==> config.mk <==
export PLATFORM = sky130hd
export DESIGN_NAME = prime_test_trial_division_unit
export DESIGN_NICKNAME = d
export VERILOG_FILES = /design/src/rtl/ptd_pkg.sv /design/src/rtl/prime_test_trial_division_unit.sv
export SDC_FILE = /design/constraint.sdc
export NUM_CORES = 1
export LEC_CHECK = 0
export BUFFER_PORTS_ARGS = -buffer_cell sky130_fd_sc_hd__buf_2
export CORE_ASPECT_RATIO = 1.4
export CORE_MARGIN = 1
export CORE_UTILIZATION = 48
export DETAILED_ROUTE_END_ITERATION = 8
export PLACE_DENSITY = 0.67
export SLEW_MARGIN = 25
export SYNTH_ARGS = -nofsm -noshare
export SYNTH_HDL_FRONTEND = slang
export SYNTH_SLANG_ARGS = --single-unit
==> constraint.sdc <==
create_clock -name clk -period 9.2 [get_ports clk]
set_clock_uncertainty 0.15 [all_clocks]
set_input_delay 0.46 -clock clk [delete_from_list [all_inputs] [get_ports clk]]
set_output_delay 0.46 -clock clk [all_outputs]
set_load 0.005 [all_outputs]
==> src/rtl/ptd_pkg.sv <==
// Package with widths, constants and state types for the trial-division prime tester.
`timescale 1ns / 1ps

package ptd_pkg;

  localparam int WIDTH = 16;
  localparam int CNT_W = (WIDTH > 1) ? $clog2(WIDTH) : 1;

  localparam logic [WIDTH-1:0] TWO       = WIDTH'(2);
  localparam logic [WIDTH-1:0] THREE     = WIDTH'(3);
  localparam logic [WIDTH-1:0] FIRST_DIV = WIDTH'(5);
  localparam logic [WIDTH-1:0] PAIR_GAP  = WIDTH'(2);
  localparam logic [WIDTH-1:0] STEP      = WIDTH'(6);
  localparam logic [CNT_W-1:0] LAST_BIT  = CNT_W'(WIDTH - 1);

  typedef enum logic [1:0] {
    S_IDLE,
    S_TRY,
    S_DIV,
    S_DONE
  } state_t;

  // Which divisor the running division belongs to.
  typedef enum logic [1:0] {
    PH_THREE,
    PH_LO,
    PH_HI
  } phase_t;

endpackage

==> src/rtl/prime_test_trial_division_unit.sv <==
// Top level of the trial-division prime tester with its shared serial divider.
`timescale 1ns / 1ps

// Tests one signed number per transaction and returns is_prime. Values below 4 and
// even values skip the divider and go straight to the done state. Every other value
// goes through one shared restoring divider, one remainder at a time: first the
// divisor 3, then the pairs d and d+2 (d = 5, 11, 17, ...) while d*d does not exceed the
// number, each pair preceded by a compare step. For 16-bit values at most 30 pairs
// are tried, and most composites stop far earlier, at the first zero remainder. The
// block accepts no new number until the current result has moved into the output
// register; that register holds the result until it is taken, while the next number
// may already be accepted.
module prime_test_trial_division_unit (
  input  logic                             clk,
  input  logic                             rst,
  input  logic                             number_valid,
  output logic                             number_ready,
  input  logic signed [ptd_pkg::WIDTH-1:0] number,
  output logic                             is_prime_valid,
  input  logic                             is_prime_ready,
  output logic                             is_prime
);

  localparam int W = ptd_pkg::WIDTH;

  ptd_pkg::state_t state, state_next;
  ptd_pkg::phase_t phase, phase_next;

  logic [W-1:0]             n, n_next;
  logic [W-1:0]             d, d_next;
  logic [W-1:0]             divisor, divisor_next;
  logic [W-1:0]             rem, rem_next;
  logic [W-1:0]             dsh, dsh_next;
  logic [ptd_pkg::CNT_W-1:0] cnt, cnt_next;
  logic                     result, result_next;

  logic [W:0]   rem_sh;
  logic [W:0]   rem_sub;
  logic [W-1:0] rem_step;
  logic [2*W-1:0] d_sq;
  logic         slot_free;
  logic         load_out;

  assign number_ready = (state == ptd_pkg::S_IDLE);
  assign slot_free    = !is_prime_valid || is_prime_ready;

  // One restoring step of the shared divider.
  assign rem_sh   = {rem, dsh[W-1]};
  assign rem_sub  = rem_sh - {1'b0, divisor};
  assign rem_step = (rem_sh >= {1'b0, divisor}) ? rem_sub[W-1:0] : rem_sh[W-1:0];

  assign d_sq = {{W{1'b0}}, d} * {{W{1'b0}}, d};

  always_comb begin
    state_next   = state;
    phase_next   = phase;
    n_next       = n;
    d_next       = d;
    divisor_next = divisor;
    rem_next     = rem;
    dsh_next     = dsh;
    cnt_next     = cnt;
    result_next  = result;
    load_out     = 1'b0;
    unique case (state)
      ptd_pkg::S_IDLE: begin
        if (number_valid) begin
          n_next       = number;
          rem_next     = '0;
          dsh_next     = number;
          cnt_next     = '0;
          divisor_next = ptd_pkg::THREE;
          phase_next   = ptd_pkg::PH_THREE;
          d_next       = ptd_pkg::FIRST_DIV;
          if (number[W-1] || (number < ptd_pkg::TWO)) begin
            result_next = 1'b0;
            state_next  = ptd_pkg::S_DONE;
          end else if (number <= ptd_pkg::THREE) begin
            result_next = 1'b1;
            state_next  = ptd_pkg::S_DONE;
          end else if (!number[0]) begin
            result_next = 1'b0;
            state_next  = ptd_pkg::S_DONE;
          end else begin
            state_next = ptd_pkg::S_DIV;
          end
        end
      end
      ptd_pkg::S_TRY: begin
        rem_next = '0;
        dsh_next = n;
        cnt_next = '0;
        if (d_sq > {{W{1'b0}}, n}) begin
          result_next = 1'b1;
          state_next  = ptd_pkg::S_DONE;
        end else begin
          divisor_next = d;
          phase_next   = ptd_pkg::PH_LO;
          state_next   = ptd_pkg::S_DIV;
        end
      end
      ptd_pkg::S_DIV: begin
        rem_next = rem_step;
        dsh_next = {dsh[W-2:0], 1'b0};
        cnt_next = cnt + 1'b1;
        if (cnt == ptd_pkg::LAST_BIT) begin
          cnt_next = '0;
          if (rem_step == '0) begin
            result_next = 1'b0;
            state_next  = ptd_pkg::S_DONE;
          end else begin
            case (phase)
              ptd_pkg::PH_LO: begin
                // Second divisor of the pair; restart the divider on the same number.
                rem_next     = '0;
                dsh_next     = n;
                divisor_next = d + ptd_pkg::PAIR_GAP;
                phase_next   = ptd_pkg::PH_HI;
              end
              ptd_pkg::PH_HI: begin
                d_next     = d + ptd_pkg::STEP;
                state_next = ptd_pkg::S_TRY;
              end
              default: begin
                state_next = ptd_pkg::S_TRY;
              end
            endcase
          end
        end
      end
      ptd_pkg::S_DONE: begin
        if (slot_free) begin
          load_out   = 1'b1;
          state_next = ptd_pkg::S_IDLE;
        end
      end
      default: begin
        state_next = ptd_pkg::S_IDLE;
      end
    endcase
  end

  always_ff @(posedge clk) begin
    if (rst) begin
      state          <= ptd_pkg::S_IDLE;
      phase          <= ptd_pkg::PH_THREE;
      cnt            <= '0;
      is_prime_valid <= 1'b0;
    end else begin
      state <= state_next;
      phase <= phase_next;
      cnt   <= cnt_next;
      if (load_out) begin
        is_prime_valid <= 1'b1;
      end else if (is_prime_ready) begin
        is_prime_valid <= 1'b0;
      end
    end
  end

  always_ff @(posedge clk) begin
    n       <= n_next;
    d       <= d_next;
    divisor <= divisor_next;
    rem     <= rem_next;
    dsh     <= dsh_next;
    result  <= result_next;
    if (load_out) begin
      is_prime <= result;
    end
  end

endmodule

==> impl_metrics.toml <==
[global_route]
gr-total-overflow = 0
grt_usage_pct = 24.7
grt_max_degree = 37
antenna_found_initial = 0
grt_pass1_wl_um = 53600
first_global_vias = 10700

[place]
placed_cell_area_mm2 = 0.0137
io_buffers = 22
numPlacedInstances = 1817
dp_hpwl_um = 27300
gp_congestion = 0.924

[die]
die_x_um = 142
rows = 71
start_util_pct = 49.1
core-area_mm2 = 0.0270
dieArea_mm2 = 0.0283
ioPinCount = 23
die_height_um = 199

[synthesis]
synth_nets = 1795
synth_flop_cell = "edfxtp_1"
syn-cell-area_mm2 = 0.0133
synth_area_leader_cell = "fa_1"
yosysMostFrequentCell = "inv_1"
synth.avg_cell_area_um2 = 9.00
synthDistinctLibCells = 84
synth_commonest_cells = "280 x inv_1, 166 x fa_1, 137 x ha_1"
synth_top_area_share_pct = 25.1
ys_top_cells_by_area = "fa_1 25%, edfxtp_1 18%, ha_1 13%"
synth_cells = 1472
yosysSeqAreaShare_pct = 19.7
synth_seq_cells = 90
synth_enable_flop_cells = 81
ys_warn_count = 0
ys_async_sr_fraction_pct = 0

[worst_setup_path]
cpMaxStageDelayCell = "edfxtp_1"
critPathKind = "reg2reg"
max_stage_delay_ns = 0.92
critPathTopFamily = "adder cells"
r2r_cells = 28
crit_cells = 28
rrSetupSlack_ns = 0.88
cp-start-kind = "flop"
crit_path_end_kind = "flop"
endpoint = "divisor[15]"
cp_data_required_time_ns = 9.08
cp.arrival_ns = 8.20
critPathBufInv = 6
timing.critical_path.mode_cell = "fa_1"
rr_endpoint = "divisor[15]"
r2r_start = "d[8]"
cp_max_fo = 20
crit_start = "d[8]"

[sta]
fin_crit_sh_pct = 90.4
finalMaxSlewViolations = 0
period_minus_slack_ns = 8.32
worstMarginPinSlew_ns = 0.865
max_slew_margin_pct = 42.4
holdWs_ns = 0.165
clock.fmax_ghz = 0.120
finalSetupViolations = 0
finalSetupTns_ns = 0
rsz0062_at_grt = "no"
hold_violations = 0

[clocking]
clk_path_buf_depth = 2
cts.sinks = 90
ctsResizeCount = 0
h-tree-depth = 3
cts_root_buf = "clkbuf_16"
cts-buffers-inserted = 9
cts_setup_buffers = 0
hold_buffers = 0
cts.clk_slew.worst_paths_ns = 0.07
cts_tree = "built"
insertion_delay_ns = 0.35

[detailed_routing]
drtIter0Drc = 733
wl_um = 33100
firstDrtPassIters = 5
viasPerCell = 5.66
vias = 10400
drcViolationCount = 0
final_antenna_net_count = 0
wl_per_cell_um = 18.1

[run]
cap_violations = 0

[layout]
final_nets = 1786
stdcell_area_mm2 = 0.0140
nFillCells = 2566
syn_to_final_growth_pct = 5.53
multi_input_area_mm2 = 0.00930
regArea_mm2 = 0.00261
finalNonFillerCells = 1832
drive_above_1_share_pct = 5.66
antenna_cells = 0

[hold_path]
hold_path_class = "in2reg"

[status]
outcome = "complete, no violations"
## kinds of logic after synthesis
family                   count (synthesis)  share of synthesized area, %
AO/OA/AOI/OAI                          257                          12.9
XOR/XNOR                                49                          3.24
adder cells (fa/ha/maj)                303                          38.0
buffers and inverters                  348                          10.1
flip-flops                              90                          19.7
multiplexers                             8                         0.633
other                                    1                        0.0283
AND/OR/NAND/NOR                        416                          15.3
## layer usage
metal	track usage, %	part of all wire [%]	wire (um)	vias to the layer above
met4	13.9	5.1	1680	0
met3	1.97	4.0	1330	94
met2	45.3	54	17700	326
li1	-	-	-	4884
met1	28.2	37	12400	5064
met5	0	0	0	-
## worst min-delay path by stage
| stage | endpoint | from | cells after the start | slack (ns) |
|---|---|---|---|---|
| 2_1_floorplan | is_prime | result | 0 | 0.25 |
| 5_1_grt | n[8] | number[8] | 1 | 0.16 |
| 6_report | n[9] | number[9] | 1 | 0.16 |
| 3_3_place_gp | is_prime | result | 0 | 0.27 |
| 3_5_place_dp | is_prime | result | 0 | 0.27 |
| 4_1_cts | n[9] | number[9] | 1 | 0.15 |
## flip-flops by register name, summed over array words and instances, names as in the netlist
register and flops:
divisor 16, dsh 16, n 16, rem 16, d 15, cnt 4
phase 2, state 2, is_prime 1, is_prime_valid 1, result 1
## metrics by stage
stage | setup WS, ns | utilization, %
floorplan | 0.484 | -
global placement | 1.04 | 50.7
detailed placement | 0.909 | 50.7
CTS | 0.883 | 51.8
global route | 0.431 | 51.8
finish | 0.883 | 51.8
## area by class of cell
class                   instances  area share, %
multi-input cells            1034           66.5
flip-flops and latches         90           18.7
inverters                     288           7.73
well taps                     365           3.27
clock buffers                  11           1.81
repair buffers                 40           1.75
clock inverters                 4          0.242
## cells in the final DEF, fill, tap and decap left out, types with 5 or more instances in the layout
master / count
clkbuf_16: 9
or3_1: 8
mux2i_1: 5
o21ai_0: 44
a2111oi_0: 5
nand2b_1: 9
buf_4: 18
edfxtp_1: 81
inv_1: 280
o211ai_1: 9
ha_1: 137
nand4_1: 20
o21a_1: 6
and2_1: 34
clkinv_1: 8
nor4_1: 11
nor3_1: 27
xnor2_1: 37
a21o_1: 9
o21ai_1: 18
and3_1: 10
a31oi_1: 10
xor2_1: 12
buf_2: 22
dfxtp_1: 9
a21oi_1: 73
a211oi_1: 12
nor2_1: 91
fa_1: 166
a32oi_1: 16
nand3_1: 28
nand2_1: 136
nor2b_1: 14
Power is left out: the tool's default activity adds up to more than one toggle a clock period on the data nets, which glitch-free logic cannot reach.
